===== config.mk =====
export PLATFORM = sky130hd
export DESIGN_NAME = difference_hash_box_downsample
export DESIGN_NICKNAME = d
export VERILOG_FILES = /design/src/hw/rtl/dhash_pkg.sv /design/src/hw/rtl/difference_hash_box_downsample.sv /design/src/hw/rtl/dhash_bins.sv /design/src/hw/rtl/dhash_div.sv
export SDC_FILE = /design/constraint.sdc
export NUM_CORES = 2
export LEC_CHECK = 0
export BUFFER_PORTS_ARGS = -buffer_cell sky130_fd_sc_hd__buf_4
export CAP_MARGIN = 10
export CELL_PAD_IN_SITES_DETAIL_PLACEMENT = 0
export CELL_PAD_IN_SITES_GLOBAL_PLACEMENT = 1
export CORE_MARGIN = 2
export CORE_UTILIZATION = 45
export CTS_CLUSTER_SIZE = 24
export DETAILED_ROUTE_END_ITERATION = 7
export PLACE_DENSITY = 0.72
export SKIP_CTS_REPAIR_TIMING = 1
export SLEW_MARGIN = 25
export SYNTH_ARGS = -nofsm -noshare
export SYNTH_HDL_FRONTEND = slang
export SYNTH_SLANG_ARGS = --single-unit
export TNS_END_PERCENT = 5

===== constraint.sdc =====
create_clock -name clk_i -period 7.1 [get_ports clk_i]
set_input_delay 1.065 -clock clk_i [delete_from_list [all_inputs] [get_ports clk_i]]
set_output_delay 1.065 -clock clk_i [all_outputs]
set_load 0.02 [all_outputs]

===== src/hw/rtl/dhash_pkg.sv =====
`default_nettype none

package dhash_pkg;

  // Default sizes
  localparam int unsigned DEF_MAX_WIDTH    = 4096;
  localparam int unsigned DEF_MAX_HEIGHT   = 4096;
  localparam int unsigned DEF_GRID_COLUMNS = 9;
  localparam int unsigned DEF_GRID_ROWS    = 8;

  // Register and pixel formats
  localparam int unsigned CFG_W   = 13;
  localparam int unsigned CFG_MAX = (1 << CFG_W) - 1;
  localparam int unsigned PIX_W   = 8;
  localparam int unsigned PIX_MAX = (1 << PIX_W) - 1;
  localparam int unsigned APB_DW  = 32;
  localparam int unsigned APB_AW  = 3;

  typedef enum logic [0:0] {
    REG_IMAGE_WIDTH  = 1'b0,
    REG_IMAGE_HEIGHT = 1'b1
  } reg_idx_e;

  typedef enum logic [2:0] {
    ST_SETUP,
    ST_CLEAR,
    ST_RUN,
    ST_DRAIN,
    ST_FRD,
    ST_FLOAD,
    ST_FWAIT,
    ST_EMIT
  } state_e;

endpackage

`default_nettype wire


===== src/hw/rtl/difference_hash_box_downsample.sv =====
`default_nettype none

// Channel     Direction  Handshake                     Payload
// config      in/out     psel, penable, pwrite, pready paddr, pwdata, prdata
// pixel       in         start high, busy low          gray_pixel_i
// hash        out        hash_valid_o, one cycle       hash_value_o
//
// Pixels are taken one per cycle while busy is low: each updates one bin sum in the
// bin memory by a read-modify-write, with forwarding when two pixels in a row hit the
// same entry. After the last pixel busy stays high while one iterative divide per
// bin runs. The hash then shows for one cycle, and a clearing pass over all bins
// follows. Reset and every register write run a setup (box size by reciprocal
// multiply) plus that clearing pass. The receiver cannot stall the hash.
module difference_hash_box_downsample import dhash_pkg::*; #(
  parameter int unsigned MAX_WIDTH    = DEF_MAX_WIDTH,
  parameter int unsigned MAX_HEIGHT   = DEF_MAX_HEIGHT,
  parameter int unsigned GRID_COLUMNS = DEF_GRID_COLUMNS,
  parameter int unsigned GRID_ROWS    = DEF_GRID_ROWS
) (
  input  logic                                  clk_i,
  input  logic                                  rst_ni,
  input  logic                                  psel,
  input  logic                                  penable,
  input  logic                                  pwrite,
  input  logic [APB_AW-1:0]                     paddr,
  input  logic [APB_DW-1:0]                     pwdata,
  output logic [APB_DW-1:0]                     prdata,
  output logic                                  pready,
  input  logic                                  start,
  output logic                                  busy,
  input  logic [PIX_W-1:0]                      gray_pixel_i,
  output logic                                  hash_valid_o,
  output logic [(GRID_COLUMNS-1)*GRID_ROWS-1:0] hash_value_o
);

  localparam int unsigned N       = GRID_COLUMNS;
  localparam int unsigned M       = GRID_ROWS;
  localparam int unsigned EFF_MW  = (MAX_WIDTH > CFG_MAX) ? CFG_MAX : MAX_WIDTH;
  localparam int unsigned EFF_MH  = (MAX_HEIGHT > CFG_MAX) ? CFG_MAX : MAX_HEIGHT;
  localparam int unsigned WD      = $clog2(EFF_MW + 1);
  localparam int unsigned HD      = $clog2(EFF_MH + 1);
  localparam int unsigned DVW     = (WD > HD) ? WD : HD;
  localparam int unsigned SIW     = 1;
  localparam int unsigned NSH     = DVW + $clog2(N);
  localparam int unsigned MSH     = DVW + $clog2(M);
  localparam longint unsigned NREC = ((64'd1 << NSH) + N - 1) / N;
  localparam longint unsigned MREC = ((64'd1 << MSH) + M - 1) / M;
  localparam longint unsigned COLBOX = EFF_MW / N + 1;
  localparam longint unsigned ROWBOX = EFF_MH / M + 1;
  localparam int unsigned CBW     = $clog2(COLBOX + 1);
  localparam int unsigned RBW     = $clog2(ROWBOX + 1);
  localparam int unsigned CW      = $clog2(COLBOX * ROWBOX + 1);
  localparam int unsigned SUMW    = $clog2(PIX_MAX * COLBOX * ROWBOX + 1);
  localparam int unsigned CPW     = $clog2(N);
  localparam int unsigned RPW     = (M > 1) ? $clog2(M) : 1;
  localparam int unsigned P       = N * M;
  localparam int unsigned AW      = $clog2(P);
  localparam int unsigned EWW     = $clog2(N * EFF_MW + 1);
  localparam int unsigned EHW     = $clog2(M * EFF_MH + 1);
  localparam int unsigned NRW     = $clog2(N + 1);
  localparam int unsigned MRW     = $clog2(M + 1);
  localparam int unsigned HASH_W  = (N - 1) * M;

  state_e state_q, state_d;

  logic [CFG_W-1:0] cfg_w_q, cfg_w_d, cfg_h_q, cfg_h_d;
  logic             cfg_wr;
  reg_idx_e         ridx;
  logic [WD-1:0]    img_w;
  logic [HD-1:0]    img_h;
  logic             narrow_w, narrow_h;

  // Setup: box size quotient and remainder
  logic [SIW-1:0] sc_q, sc_d;
  logic [WD-1:0]  qw_q, qw_d;
  logic [HD-1:0]  qh_q, qh_d;
  logic [NRW-1:0] rw_q, rw_d;
  logic [MRW-1:0] rh_q, rh_d;
  logic [DVW-1:0] w_ext, h_ext;
  logic [NSH+DVW:0] w_prod;
  logic [MSH+DVW:0] h_prod;
  logic [WD-1:0]  qw_c;
  logic [HD-1:0]  qh_c;

  logic [AW-1:0] clr_q, clr_d;

  // Pixel position tracking
  logic [WD-1:0]  x_q, x_d;
  logic [EWW-1:0] t_q, t_d, e_q, e_d;
  logic [CPW-1:0] k_q, k_d;
  logic [HD-1:0]  y_q, y_d;
  logic [EHW-1:0] u_q, u_d, f_q, f_d;
  logic [RPW-1:0] kr_q, kr_d;
  logic [EWW:0]   t_next;
  logic [EHW:0]   u_next;
  logic           col_last, frame_end, accept;
  logic [CPW-1:0] sp_c;
  logic [RPW-1:0] sp_r;
  logic [AW-1:0]  st_addr;

  // Accumulate stage
  logic            s2_vld_q, s2_vld_d, fwd_q, fwd_d;
  logic [AW-1:0]   s2_addr_q, s2_addr_d;
  logic [PIX_W-1:0] s2_pix_q, s2_pix_d;
  logic [SUMW-1:0] lastw_q, lastw_d, wsum;

  // Finish pass
  logic [CPW-1:0]  ci_q, ci_d;
  logic [WD-1:0]   ca_q, ca_d;
  logic [NRW-1:0]  cr_q, cr_d;
  logic [RPW-1:0]  rj_q, rj_d;
  logic [HD-1:0]   ra_q, ra_d;
  logic [MRW-1:0]  rr_q, rr_d;
  logic [NRW:0]    c_rsum;
  logic [MRW:0]    r_rsum;
  logic            ccarry, rcarry;
  logic [WD-1:0]   colw_sum;
  logic [HD-1:0]   rowh_sum;
  logic [CBW-1:0]  colw;
  logic [RBW-1:0]  rowh;
  logic [CBW+RBW-1:0] prod;
  logic [CW-1:0]   cnt_q, cnt_d;
  logic [CPW-1:0]  cp_f;
  logic [RPW-1:0]  rp_f;
  logic [AW-1:0]   faddr;
  logic [SUMW-1:0] prev_q, prev_d;
  logic [HASH_W-1:0] hash_q, hash_d;
  logic            last_bin;

  // Memory and divider ports
  logic            mem_we, mem_re;
  logic [AW-1:0]   mem_waddr, mem_raddr;
  logic [SUMW-1:0] mem_wdata, mem_rdata;
  logic            div_start, div_done;
  logic [SUMW-1:0] div_quo;

  // Configuration port
  assign cfg_wr = psel & penable & pwrite & pready;
  assign ridx   = reg_idx_e'(paddr[2]);
  assign pready = 1'b1;

  always_comb begin
    prdata = '0;
    unique case (ridx)
      REG_IMAGE_WIDTH:  prdata = APB_DW'(cfg_w_q);
      REG_IMAGE_HEIGHT: prdata = APB_DW'(cfg_h_q);
      default:          prdata = '0;
    endcase
  end

  always_comb begin
    cfg_w_d = cfg_w_q;
    cfg_h_d = cfg_h_q;
    if (cfg_wr) begin
      unique case (ridx)
        REG_IMAGE_WIDTH:  cfg_w_d = pwdata[CFG_W-1:0];
        REG_IMAGE_HEIGHT: cfg_h_d = pwdata[CFG_W-1:0];
        default:          cfg_w_d = cfg_w_q;
      endcase
    end
  end

  // Clamp sizes to the supported range
  always_comb begin
    if (cfg_w_q == '0) begin
      img_w = WD'(1);
    end else if (32'(cfg_w_q) > EFF_MW) begin
      img_w = WD'(EFF_MW);
    end else begin
      img_w = WD'(cfg_w_q);
    end
    if (cfg_h_q == '0) begin
      img_h = HD'(1);
    end else if (32'(cfg_h_q) > EFF_MH) begin
      img_h = HD'(EFF_MH);
    end else begin
      img_h = HD'(cfg_h_q);
    end
  end

  assign narrow_w = (32'(img_w) < N);
  assign narrow_h = (32'(img_h) < M);

  // Setup quotient: size by grid count through a reciprocal multiply
  assign w_ext  = DVW'(img_w);
  assign h_ext  = DVW'(img_h);
  assign w_prod = (NSH + DVW + 1)'(w_ext) * (NSH + DVW + 1)'(NREC);
  assign h_prod = (MSH + DVW + 1)'(h_ext) * (MSH + DVW + 1)'(MREC);
  assign qw_c   = WD'(w_prod >> NSH);
  assign qh_c   = HD'(h_prod >> MSH);

  // Pixel position and bin address of the incoming pixel
  assign accept    = start & ~busy;
  assign col_last  = (32'(x_q) + 1 == 32'(img_w));
  assign frame_end = col_last & (32'(y_q) + 1 == 32'(img_h));
  assign t_next    = (EWW + 1)'(t_q) + (EWW + 1)'(N);
  assign u_next    = (EHW + 1)'(u_q) + (EHW + 1)'(M);
  assign sp_c      = narrow_w ? CPW'(x_q) : k_q;
  assign sp_r      = narrow_h ? RPW'(y_q) : kr_q;
  assign st_addr   = AW'(32'(sp_r) * N + 32'(sp_c));

  // Accumulate with forwarding from the previous write
  assign wsum = (fwd_q ? lastw_q : mem_rdata) + SUMW'(s2_pix_q);

  // Box geometry of the current bin in the finish pass
  assign c_rsum   = (NRW + 1)'(cr_q) + (NRW + 1)'(rw_q);
  assign r_rsum   = (MRW + 1)'(rr_q) + (MRW + 1)'(rh_q);
  assign ccarry   = (32'(c_rsum) >= N);
  assign rcarry   = (32'(r_rsum) >= M);
  assign colw_sum = qw_q + WD'(ccarry);
  assign rowh_sum = qh_q + HD'(rcarry);
  assign colw     = (colw_sum == '0) ? CBW'(1) : CBW'(colw_sum);
  assign rowh     = (rowh_sum == '0) ? RBW'(1) : RBW'(rowh_sum);
  assign prod     = (CBW + RBW)'(colw) * (CBW + RBW)'(rowh);
  assign cp_f     = narrow_w ? CPW'(ca_q) : ci_q;
  assign rp_f     = narrow_h ? RPW'(ra_q) : rj_q;
  assign faddr    = AW'(32'(rp_f) * N + 32'(cp_f));
  assign last_bin = (32'(ci_q) == N - 1) & (32'(rj_q) == M - 1);

  // Next state
  always_comb begin
    state_d = state_q;
    priority if (cfg_wr) begin
      state_d = ST_SETUP;
    end else begin
      unique case (state_q)
        ST_SETUP: if (sc_q == SIW'(1)) state_d = ST_CLEAR;
        ST_CLEAR: if (32'(clr_q) == P - 1) state_d = ST_RUN;
        ST_RUN:   if (accept && frame_end) state_d = ST_DRAIN;
        ST_DRAIN: state_d = ST_FRD;
        ST_FRD:   state_d = ST_FLOAD;
        ST_FLOAD: state_d = ST_FWAIT;
        ST_FWAIT: begin
          if (div_done) state_d = last_bin ? ST_EMIT : ST_FRD;
        end
        ST_EMIT:  state_d = ST_CLEAR;
        default:  state_d = ST_SETUP;
      endcase
    end
  end

  // Outputs and memory control
  always_comb begin
    busy         = (state_q != ST_RUN);
    hash_valid_o = (state_q == ST_EMIT);
    div_start    = (state_q == ST_FLOAD);
    mem_re       = 1'b0;
    mem_raddr    = st_addr;
    mem_we       = 1'b0;
    mem_waddr    = s2_addr_q;
    mem_wdata    = wsum;
    if (state_q == ST_CLEAR) begin
      mem_we    = 1'b1;
      mem_waddr = clr_q;
      mem_wdata = '0;
    end else if (s2_vld_q) begin
      mem_we = 1'b1;
    end
    if (state_q == ST_FRD) begin
      mem_re    = 1'b1;
      mem_raddr = faddr;
    end else if (accept) begin
      mem_re = 1'b1;
    end
  end

  // Datapath next values
  always_comb begin
    sc_d = sc_q;  qw_d = qw_q;  qh_d = qh_q;  rw_d = rw_q;  rh_d = rh_q;
    clr_d = clr_q;
    x_d = x_q;  t_d = t_q;  e_d = e_q;  k_d = k_q;
    y_d = y_q;  u_d = u_q;  f_d = f_q;  kr_d = kr_q;
    s2_vld_d  = accept;
    s2_addr_d = st_addr;
    s2_pix_d  = gray_pixel_i;
    fwd_d     = accept & s2_vld_q & (s2_addr_q == st_addr);
    lastw_d   = s2_vld_q ? wsum : lastw_q;
    ci_d = ci_q;  ca_d = ca_q;  cr_d = cr_q;
    rj_d = rj_q;  ra_d = ra_q;  rr_d = rr_q;
    cnt_d  = cnt_q;
    prev_d = prev_q;
    hash_d = hash_q;

    if (cfg_wr) begin
      // restart setup on any write
      sc_d = '0;  qw_d = '0;  qh_d = '0;  rw_d = '0;  rh_d = '0;
      clr_d = '0;
    end else begin
      unique case (state_q)
        ST_SETUP: begin
          // quotient first, then the remainder from the registered quotient
          sc_d = sc_q + 1'b1;
          if (sc_q == '0) begin
            qw_d = qw_c;
            qh_d = qh_c;
          end else begin
            rw_d = NRW'(32'(img_w) - 32'(qw_q) * N);
            rh_d = MRW'(32'(img_h) - 32'(qh_q) * M);
          end
          clr_d = '0;
        end
        ST_CLEAR: begin
          // sweep the bins and rewind the position and finish counters
          clr_d = clr_q + 1'b1;
          x_d = '0;  t_d = EWW'(N);  e_d = EWW'(img_w);  k_d = '0;
          y_d = '0;  u_d = EHW'(M);  f_d = EHW'(img_h);  kr_d = '0;
          ci_d = '0;  ca_d = '0;  cr_d = '0;
          rj_d = '0;  ra_d = '0;  rr_d = '0;
        end
        ST_RUN: begin
          if (accept) begin
            if (col_last) begin
              x_d = '0;  t_d = EWW'(N);  e_d = EWW'(img_w);  k_d = '0;
              y_d = y_q + 1'b1;
              u_d = EHW'(u_next);
              if (u_next > (EHW + 1)'(f_q)) begin
                kr_d = kr_q + 1'b1;
                f_d  = f_q + EHW'(img_h);
              end
            end else begin
              x_d = x_q + 1'b1;
              t_d = EWW'(t_next);
              if (t_next > (EWW + 1)'(e_q)) begin
                k_d = k_q + 1'b1;
                e_d = e_q + EWW'(img_w);
              end
            end
          end
        end
        ST_FRD: begin
          cnt_d = CW'(prod);
        end
        ST_FWAIT: begin
          if (div_done) begin
            prev_d = div_quo;
            if (ci_q != '0) begin
              hash_d = HASH_W'({hash_q, (prev_q > div_quo)});
            end
            if (32'(ci_q) == N - 1) begin
              ci_d = '0;  ca_d = '0;  cr_d = '0;
              rj_d = rj_q + 1'b1;
              ra_d = ra_q + rowh_sum;
              rr_d = rcarry ? MRW'(32'(r_rsum) - M) : MRW'(r_rsum);
            end else begin
              ci_d = ci_q + 1'b1;
              ca_d = ca_q + colw_sum;
              cr_d = ccarry ? NRW'(32'(c_rsum) - N) : NRW'(c_rsum);
            end
          end
        end
        ST_EMIT: begin
          clr_d = '0;
        end
        default: begin
          clr_d = clr_q;
        end
      endcase
    end
  end

  // Control registers
  always_ff @(posedge clk_i or negedge rst_ni) begin
    if (!rst_ni) begin
      state_q  <= ST_SETUP;
      cfg_w_q  <= CFG_W'(1);
      cfg_h_q  <= CFG_W'(1);
      sc_q     <= '0;
      qw_q     <= '0;
      qh_q     <= '0;
      rw_q     <= '0;
      rh_q     <= '0;
      clr_q    <= '0;
      x_q      <= '0;
      t_q      <= '0;
      e_q      <= '0;
      k_q      <= '0;
      y_q      <= '0;
      u_q      <= '0;
      f_q      <= '0;
      kr_q     <= '0;
      s2_vld_q <= 1'b0;
      fwd_q    <= 1'b0;
      ci_q     <= '0;
      ca_q     <= '0;
      cr_q     <= '0;
      rj_q     <= '0;
      ra_q     <= '0;
      rr_q     <= '0;
    end else begin
      state_q  <= state_d;
      cfg_w_q  <= cfg_w_d;
      cfg_h_q  <= cfg_h_d;
      sc_q     <= sc_d;
      qw_q     <= qw_d;
      qh_q     <= qh_d;
      rw_q     <= rw_d;
      rh_q     <= rh_d;
      clr_q    <= clr_d;
      x_q      <= x_d;
      t_q      <= t_d;
      e_q      <= e_d;
      k_q      <= k_d;
      y_q      <= y_d;
      u_q      <= u_d;
      f_q      <= f_d;
      kr_q     <= kr_d;
      s2_vld_q <= s2_vld_d;
      fwd_q    <= fwd_d;
      ci_q     <= ci_d;
      ca_q     <= ca_d;
      cr_q     <= cr_d;
      rj_q     <= rj_d;
      ra_q     <= ra_d;
      rr_q     <= rr_d;
    end
  end

  // Payload registers
  always_ff @(posedge clk_i) begin
    s2_addr_q <= s2_addr_d;
    s2_pix_q  <= s2_pix_d;
    lastw_q   <= lastw_d;
    cnt_q     <= cnt_d;
    prev_q    <= prev_d;
    hash_q    <= hash_d;
  end

  assign hash_value_o = hash_q;

  dhash_bins #(
    .DEPTH (P),
    .AW    (AW),
    .DW    (SUMW)
  ) u_bins (
    .clk_i   (clk_i),
    .we_i    (mem_we),
    .waddr_i (mem_waddr),
    .wdata_i (mem_wdata),
    .re_i    (mem_re),
    .raddr_i (mem_raddr),
    .rdata_o (mem_rdata)
  );

  dhash_div #(
    .DVD_W (SUMW),
    .DVS_W (CW)
  ) u_div (
    .clk_i      (clk_i),
    .rst_ni     (rst_ni),
    .start_i    (div_start),
    .dividend_i (mem_rdata),
    .divisor_i  (cnt_q),
    .done_o     (div_done),
    .quotient_o (div_quo)
  );

endmodule

`default_nettype wire


===== src/hw/rtl/dhash_bins.sv =====
`default_nettype none

module dhash_bins #(
  parameter int unsigned DEPTH = 72,
  parameter int unsigned AW    = 7,
  parameter int unsigned DW    = 26
) (
  input  logic          clk_i,
  input  logic          we_i,
  input  logic [AW-1:0] waddr_i,
  input  logic [DW-1:0] wdata_i,
  input  logic          re_i,
  input  logic [AW-1:0] raddr_i,
  output logic [DW-1:0] rdata_o
);

  logic [DW-1:0] mem_q [DEPTH];
  logic [DW-1:0] rdata_q;

  // Write port
  always_ff @(posedge clk_i) begin
    if (we_i) begin
      mem_q[waddr_i] <= wdata_i;
    end
  end

  // Registered read port, old data on a same-address collision
  always_ff @(posedge clk_i) begin
    if (re_i) begin
      rdata_q <= mem_q[raddr_i];
    end
  end

  assign rdata_o = rdata_q;

endmodule

`default_nettype wire


===== src/hw/rtl/dhash_div.sv =====
`default_nettype none

module dhash_div #(
  parameter int unsigned DVD_W = 26,
  parameter int unsigned DVS_W = 18
) (
  input  logic             clk_i,
  input  logic             rst_ni,
  input  logic             start_i,
  input  logic [DVD_W-1:0] dividend_i,
  input  logic [DVS_W-1:0] divisor_i,
  output logic             done_o,
  output logic [DVD_W-1:0] quotient_o
);

  localparam int unsigned SW = $clog2(DVD_W + 1);

  logic [DVD_W-1:0] quo_q, quo_d;
  logic [DVS_W-1:0] rem_q, rem_d;
  logic [DVS_W-1:0] dvs_q, dvs_d;
  logic [SW-1:0]    step_q, step_d;
  logic             run_q, run_d;
  logic             done_q, done_d;
  logic [DVS_W:0]   shift_rem;
  logic [DVS_W:0]   diff;
  logic             ge;

  // One restoring step per cycle, quotient bits shift in behind the dividend
  always_comb begin
    shift_rem = {rem_q, quo_q[DVD_W-1]};
    diff      = shift_rem - {1'b0, dvs_q};
    ge        = (shift_rem >= {1'b0, dvs_q});
    quo_d     = quo_q;
    rem_d     = rem_q;
    dvs_d     = dvs_q;
    step_d    = step_q;
    run_d     = run_q;
    done_d    = 1'b0;
    if (start_i) begin
      quo_d  = dividend_i;
      rem_d  = '0;
      dvs_d  = divisor_i;
      step_d = SW'(DVD_W);
      run_d  = 1'b1;
    end else if (run_q) begin
      quo_d  = DVD_W'({quo_q, ge});
      rem_d  = ge ? diff[DVS_W-1:0] : shift_rem[DVS_W-1:0];
      step_d = step_q - 1'b1;
      if (step_q == SW'(1)) begin
        run_d  = 1'b0;
        done_d = 1'b1;
      end
    end
  end

  always_ff @(posedge clk_i or negedge rst_ni) begin
    if (!rst_ni) begin
      step_q <= '0;
      run_q  <= 1'b0;
      done_q <= 1'b0;
    end else begin
      step_q <= step_d;
      run_q  <= run_d;
      done_q <= done_d;
    end
  end

  always_ff @(posedge clk_i) begin
    quo_q <= quo_d;
    rem_q <= rem_d;
    dvs_q <= dvs_d;
  end

  assign done_o     = done_q;
  assign quotient_o = quo_q;

endmodule

`default_nettype wire


* Yosys cells after proc, flatten, opt, wreduce, memory -nomap -nowiden
Memories as Yosys holds them, arrays and structs flattened. A register that Yosys moved wholly into a read port is not among the register bits. Index checks and enable logic that the tools add are counted.
Word-level totals: bits in registers 429, bits in writable memories 1872, input bits 49, output and inout bits 99, logic and storage cells 249, memories kept 1
Operators by class: $add $sub $neg 29, multipliers 5, $lt $le $gt $ge 10, eq/ne operators 26, muxes and demuxes 103, bitwise gates (word level) 10, reduce and logical (&&, ||, !) cells 28
Memory list:
- u_bins.mem_q | words 72, bits a word 26, read ports 1, clocked after Yosys merged registers in 1, write ports 1, RTL line dhash_bins.sv:17 | logic [DW-1:0] mem_q [DEPTH];
Operators with widths (count):
- 2-to-1 mux 13 bit | 18
- 2-to-1 mux 16 bit | 10
- case mux 16 bit (2 select lines) | 4
- 2-to-1 mux 26 bit | 4
- case mux 13 bit (2 select lines) | 4
- 2-to-1 mux 4 bit | 19
- case mux 32 bit (2 select lines) | 1
- zero test 13 bit | 4
- 2-to-1 mux 3 bit | 12
- adder 16 x 4 -> 17 bit, second input constant | 2
- > comparator 17 x 16 -> 1 bit | 2
- adder 16 x 13 -> 16 bit | 2
- case mux 4 bit (2 select lines) | 4
- adder 13 x 1 -> 14 bit, second input constant | 2
- equality test 14 x 13 -> 1 bit | 2
- adder 13 x 1 -> 13 bit | 2
- adder 13 x 1 -> 13 bit, second input constant | 2
- adder 13 bit | 2
- adder 26 x 8 -> 26 bit | 1
- > comparator 13 bit, second input constant | 2
- > comparator 26 bit | 1
- < comparator 13 x 4 -> 1 bit, second input constant | 2
- multiplier 13 x 12 -> 25 bit, second input constant | 1
- case mux 3 bit (8 select lines) | 1
- other kinds (47) | 107

* Longest topological paths before layout
depth in word-level cells 9, gate-level depth with buffers 33, depth with buffers taken out 33

* By module
From an unflattened synthesis, not the netlist that was laid out.
Unflattened totals: cell total of the unflattened synthesis 5999, area, all modules 101232.1 µm²
By module, submodules not included:
- dhash_bins | times used 1, cells an instance 3068, area each 72628.4 µm², sequential area each 56994.7 µm²
- difference_hash_box_downsample | times used 1, cells an instance 2566, area each 24715.0 µm², sequential area each 8906.0 µm²
- dhash_div | times used 1, cells an instance 365, area each 3888.7 µm², sequential area each 1856.8 µm²

* Worst setup path after synthesis
OpenSTA, ideal clock, no wires.
path type register to register, start reg rw_q[0], end reg cnt_q[17] (data pin), setup time 0.260 ns, arrival 7.229 ns, data required time 6.840 ns, path slack -0.389 ns, cell stages (with the launch flop) 31, path buffers 1, clock period less this slack 7.489 ns, cell sequence dfrtp_1 -> ha_1 -> fa_1 -> inv_1 -> ha_1 -> nor4_1 -> o21ai_1 -> ha_1 -> xnor2_1 -> clkinv_1 -> or4_1 -> nor4_1 -> a41o_1 -> clkbuf_1 -> nand2_1 -> fa_1 -> inv_1 -> fa_1 -> ha_1 -> inv_1 -> fa_1 -> inv_1 -> ha_1 -> a21o_1 -> a21oi_1 -> o21ai_0 -> a31o_2 -> a311o_1 -> a31oi_1 -> o21bai_1 -> xnor2_1
On the way: cells in the longest elaborated chain, start to end 6
Ends and longest elaborated chain:
- from (decl) | RTL line difference_hash_box_downsample.sv:77 | logic [NRW-1:0] rw_q, rw_d;
- from (signal assigned) | RTL line difference_hash_box_downsample.sv:396 | rw_q <= rw_d;
- adder 4 x 4 -> 5 bit * | RTL line difference_hash_box_downsample.sv:206 | assign c_rsum = (NRW + 1)'(cr_q) + (NRW + 1)'(rw_q);
- >= comparator 5 x 4 -> 1 bit * | RTL line difference_hash_box_downsample.sv:208 | assign ccarry = (32'(c_rsum) >= N);
- adder 13 x 1 -> 13 bit * | RTL line difference_hash_box_downsample.sv:210 | assign colw_sum = qw_q + WD'(ccarry);
- zero test 13 bit | RTL line difference_hash_box_downsample.sv:212 | assign colw = (colw_sum == '0) ? CBW'(1) : CBW'(colw_sum);
- 2-to-1 mux 9 bit * | RTL line difference_hash_box_downsample.sv:212
- multiplier 9 x 10 -> 18 bit * | RTL line difference_hash_box_downsample.sv:214 | assign prod = (CBW + RBW)'(colw) * (CBW + RBW)'(rowh);
- named net prod[17] | RTL line difference_hash_box_downsample.sv:121 | logic [CBW+RBW-1:0] prod;
- to (signal assigned) | RTL line difference_hash_box_downsample.sv:423 | cnt_q <= cnt_d;
- to (decl) | RTL line difference_hash_box_downsample.sv:122 | logic [CW-1:0] cnt_q, cnt_d;
The timed path passes the listed nets; every way through them passes the cells marked *. A chain may end at the register's enable or synchronous reset.

* Worst setup path in the final report
Ends and elaborated chain as after synthesis.

==> run_results.csv <==
group,metric,value,unit
outcome,status,"complete, but fails checks",
outcome,violations,"setup timing",
power_and_ir_drop,vdd_drop_max,0.000671,V
power_and_ir_drop,p_leak,44.9,nW
critical_path,crit_top_cell,"fa_1",
global_route,grt_pass1_wl,423000,um
sta,slew_viol_final,0,
floorplan,initial_core_util,45.3,%
critical_path,cp.required,7740,ps
cts,clock_path_buffers,3,
synthesis,syn-cell-area,103000,um2
placed_design,portBuffers,106,
sta,setup_violations,1,
cells_and_area,fillers,19300,
sta,worst_slack,-162,ps
synthesis,synthArstFlopShare,8.26,%
drt,drtIter0Drc,6545,
synthesis,yosysUniqueCellTypes,94,
cells_and_area,area_delta_synth_final,14.6,%
global_route,gr-total-overflow,0,
cts,clkTransAtPathRegs,70,ps
drt,totalWireLength,285000,um
sta,hold_violations,0,
cells_and_area,drive_gt1_share,11.7,%
sta,setup-tns-final,-162,ps
global_route,grt_usage,24.2,%
critical_path,critPathArrivalTime,7900,ps
cts,cts_root_buf,"clkbuf_16",
placed_design,hpwl,175000,um
synthesis,synth_edf_count,2076,
synthesis,synthCells,8294,
floorplan,die_y,483,um
drt,viasPerCell,5.71,
cts,cts_tree,"built",
global_route,grt_max_degree,100,
critical_path,slowest_delay,540,ps
cells_and_area,final_nets,8945,
critical_path,crit_type,"reg2reg",
power_and_ir_drop,p_per_area,467,nW/um2
synthesis,ys.flop_type,"edfxtp_1",
synthesis,yosys_warnings,0,
cts,h-tree-depth,4,
run,drv_cap,0,
drt,ant_nets,0,
placed_design,gp_congestion,0.849,
cts,cts.sinks,2299,
drt,via_count,67100,
floorplan,die-width,483,um
critical_path,critPathSlowestCell,"fa_1",
hold_path,hold_class,"in2reg",
synthesis,synth_seq_cells,2299,
floorplan,num_rows,175,
cts,clk_latency,900,ps
sta,rsz0062_at_grt,"true",
sta,timing.final.crit_period,7260,ps
critical_path,critPathLaunchType,"flop",
synthesis,yosysSeqAreaShare,65.7,%
sta,finClkSkew,72.7,ps
critical_path,endpoint_kind,"flop",
critical_path,path_max_fanout,5,
sta,worstMarginPinSlew,1120,ps
sta,slew_headroom,23.8,%
drt,wire_per_inst,24.3,um
global_route,antenna_found_initial,8,
synthesis,synth_area_per_cell,12.4,um2
floorplan,io_pins,148,
sta,timing.final.crit_share,102,%
drt,dr.pass1.iters,6,
sta,fmax,138,MHz
drt,drc,0,
floorplan,die_area,233000,um2
floorplan,core,228000,um2
global_route,grt_pass1_vias,65200,
cts,cts_made_buffers,234,
cells_and_area,fin_util,51.9,%
[stage by stage]
step | area [um2] | std cells | hold WS [ps] | power (mW) | setup slack, ps
2_1_floorplan | 103000 | 8313 | 400 | 32.9 | -101
3_3_place_gp | 109000 | 11300 | 411 | 42.4 | -481
3_5_place_dp | 110000 | 11300 | 417 | 42.8 | -500
4_1_cts | 118000 | 11700 | 191 | 55.5 | -515
5_1_grt | 118000 | 11700 | 208 | 57.9 | -518
6_report | 118000 | 11700 | 255 | 55.3 | -162
[layer usage]
layer	vias to the layer above	track usage [%]	wire length, um
met2	2390	39.7	136000
li1	30500	-	-
met4	0	9.10	11100
met3	459	3.38	18800
met5	-	0	0
met1	33700	32.7	119000
[cell usage after synthesis (all sizes together) (105+ instances only)]
cell type  count  share of area, %
nor2         245              0.89
clkbuf       298               1.1
inv          311               1.1
a32oi        105              0.89
dfrtp        188               4.6
xnor2        128               1.1
edfxtp      2076                60
o21ai        189              0.92
nand3       1056               5.1
buf          177              0.85
mux2i        374               3.6
nand2       1739               6.3
ha           271               3.3
[layout make-up]
class	count	area (um2)	share of cell area [%]
Timing Repair Buffer	450	4550	3.85
Sequential cell	2299	67800	57.3
Inverter	313	1180	0.996
Clock buffer	294	6210	5.25
Tap cell	3009	3760	3.18
Antenna cell	4	10.0	0.00847
Clock inverter	146	1720	1.45
Multi-Input combinational cell	5226	33100	28.0
[placed cells by master (no fill, tap or decap), drive strengths merged, types with 23 or more instances in the layout]
cell,netlist,routed
a211oi,41,41
a21o,46,46
a21oi,99,99
a22o,34,34
a311oi,55,55
a31oi,49,49
a32oi,105,105
and2,36,36
and3,50,50
buf,177,449
bufinv,0,30
clkbuf,298,295
clkinv,2,102
dfrtp,188,188
dfxtp,33,33
edfxtp,2076,2076
fa,101,101
ha,271,271
inv,311,318
mux2,78,78
mux2i,374,374
nand2,1739,1739
nand2b,27,27
nand3,1056,1056
nand4,36,36
nor2,245,245
nor2b,36,36
nor3,79,79
o21a,23,23
o21ai,189,189
o22ai,30,30
o31ai,30,30
xnor2,128,128
xor2,76,76
[critical path: cells and delay by family (launching register included)]
family,cells,cell delay (ps)
DFF,1,380
and+or+nand+nor,5,1010
xor gates and xnor gates,2,260
adders and majority gates,9,3430
buffers and inverters,7,520
AOI/OAI and AO/OA,7,1440
[cells by family (layout without fill, tap and decap cells)]
group	after synthesis	after routing	synth area share, %
simple gates	3401	3401	14.6
flops	2299	2299	65.7
buf+inv	788	1203	3.10
compound gates	774	774	5.18
mux	452	452	4.48
fa+ha+maj	372	372	5.25
xor+xnor	206	206	1.78
other cells	2	25	0.00728
[worst paths after layout]
path                            startpoint             end  slack (ps)  depth (start not counted)
max                                rw_q[0]       cnt_q[17]        -160                         30
min                        gray_pixel_i[6]     s2_pix_q[6]         250                          1
max reg2reg                        rw_q[0]       cnt_q[17]        -160                         30
min reg2reg                       cnt_q[4]  u_div.dvs_q[4]         420                          0
max in group asynchronous           rst_ni      cfg_w_q[6]        5660                          2
min in group asynchronous           rst_ni          e_q[0]         280                          1
[where the power goes]
part | internal (mW) | switching, mW | leakage, nW | total [mW]
Combinational | 7.00 | 16.3 | 19.6 | 23.3
Sequential | 18.7 | 0.629 | 21.5 | 19.3
Clock | 7.30 | 5.35 | 3.84 | 12.7
[registers in the layout, indices dropped and copies added, names as in the netlist, 16 cells and up]
signal / count
cnt_q: 18
u_div.quotient_o: 26
hash_value_o: 64
prev_q: 26
e_q: 16
u_bins.mem_q: 1872
f_q: 16
u_div.rem_q: 18
u_div.dvs_q: 18
lastw_q: 26
t_q: 16
u_bins.rdata_o: 26
Note: power is estimated with default switching activity, not from simulation.
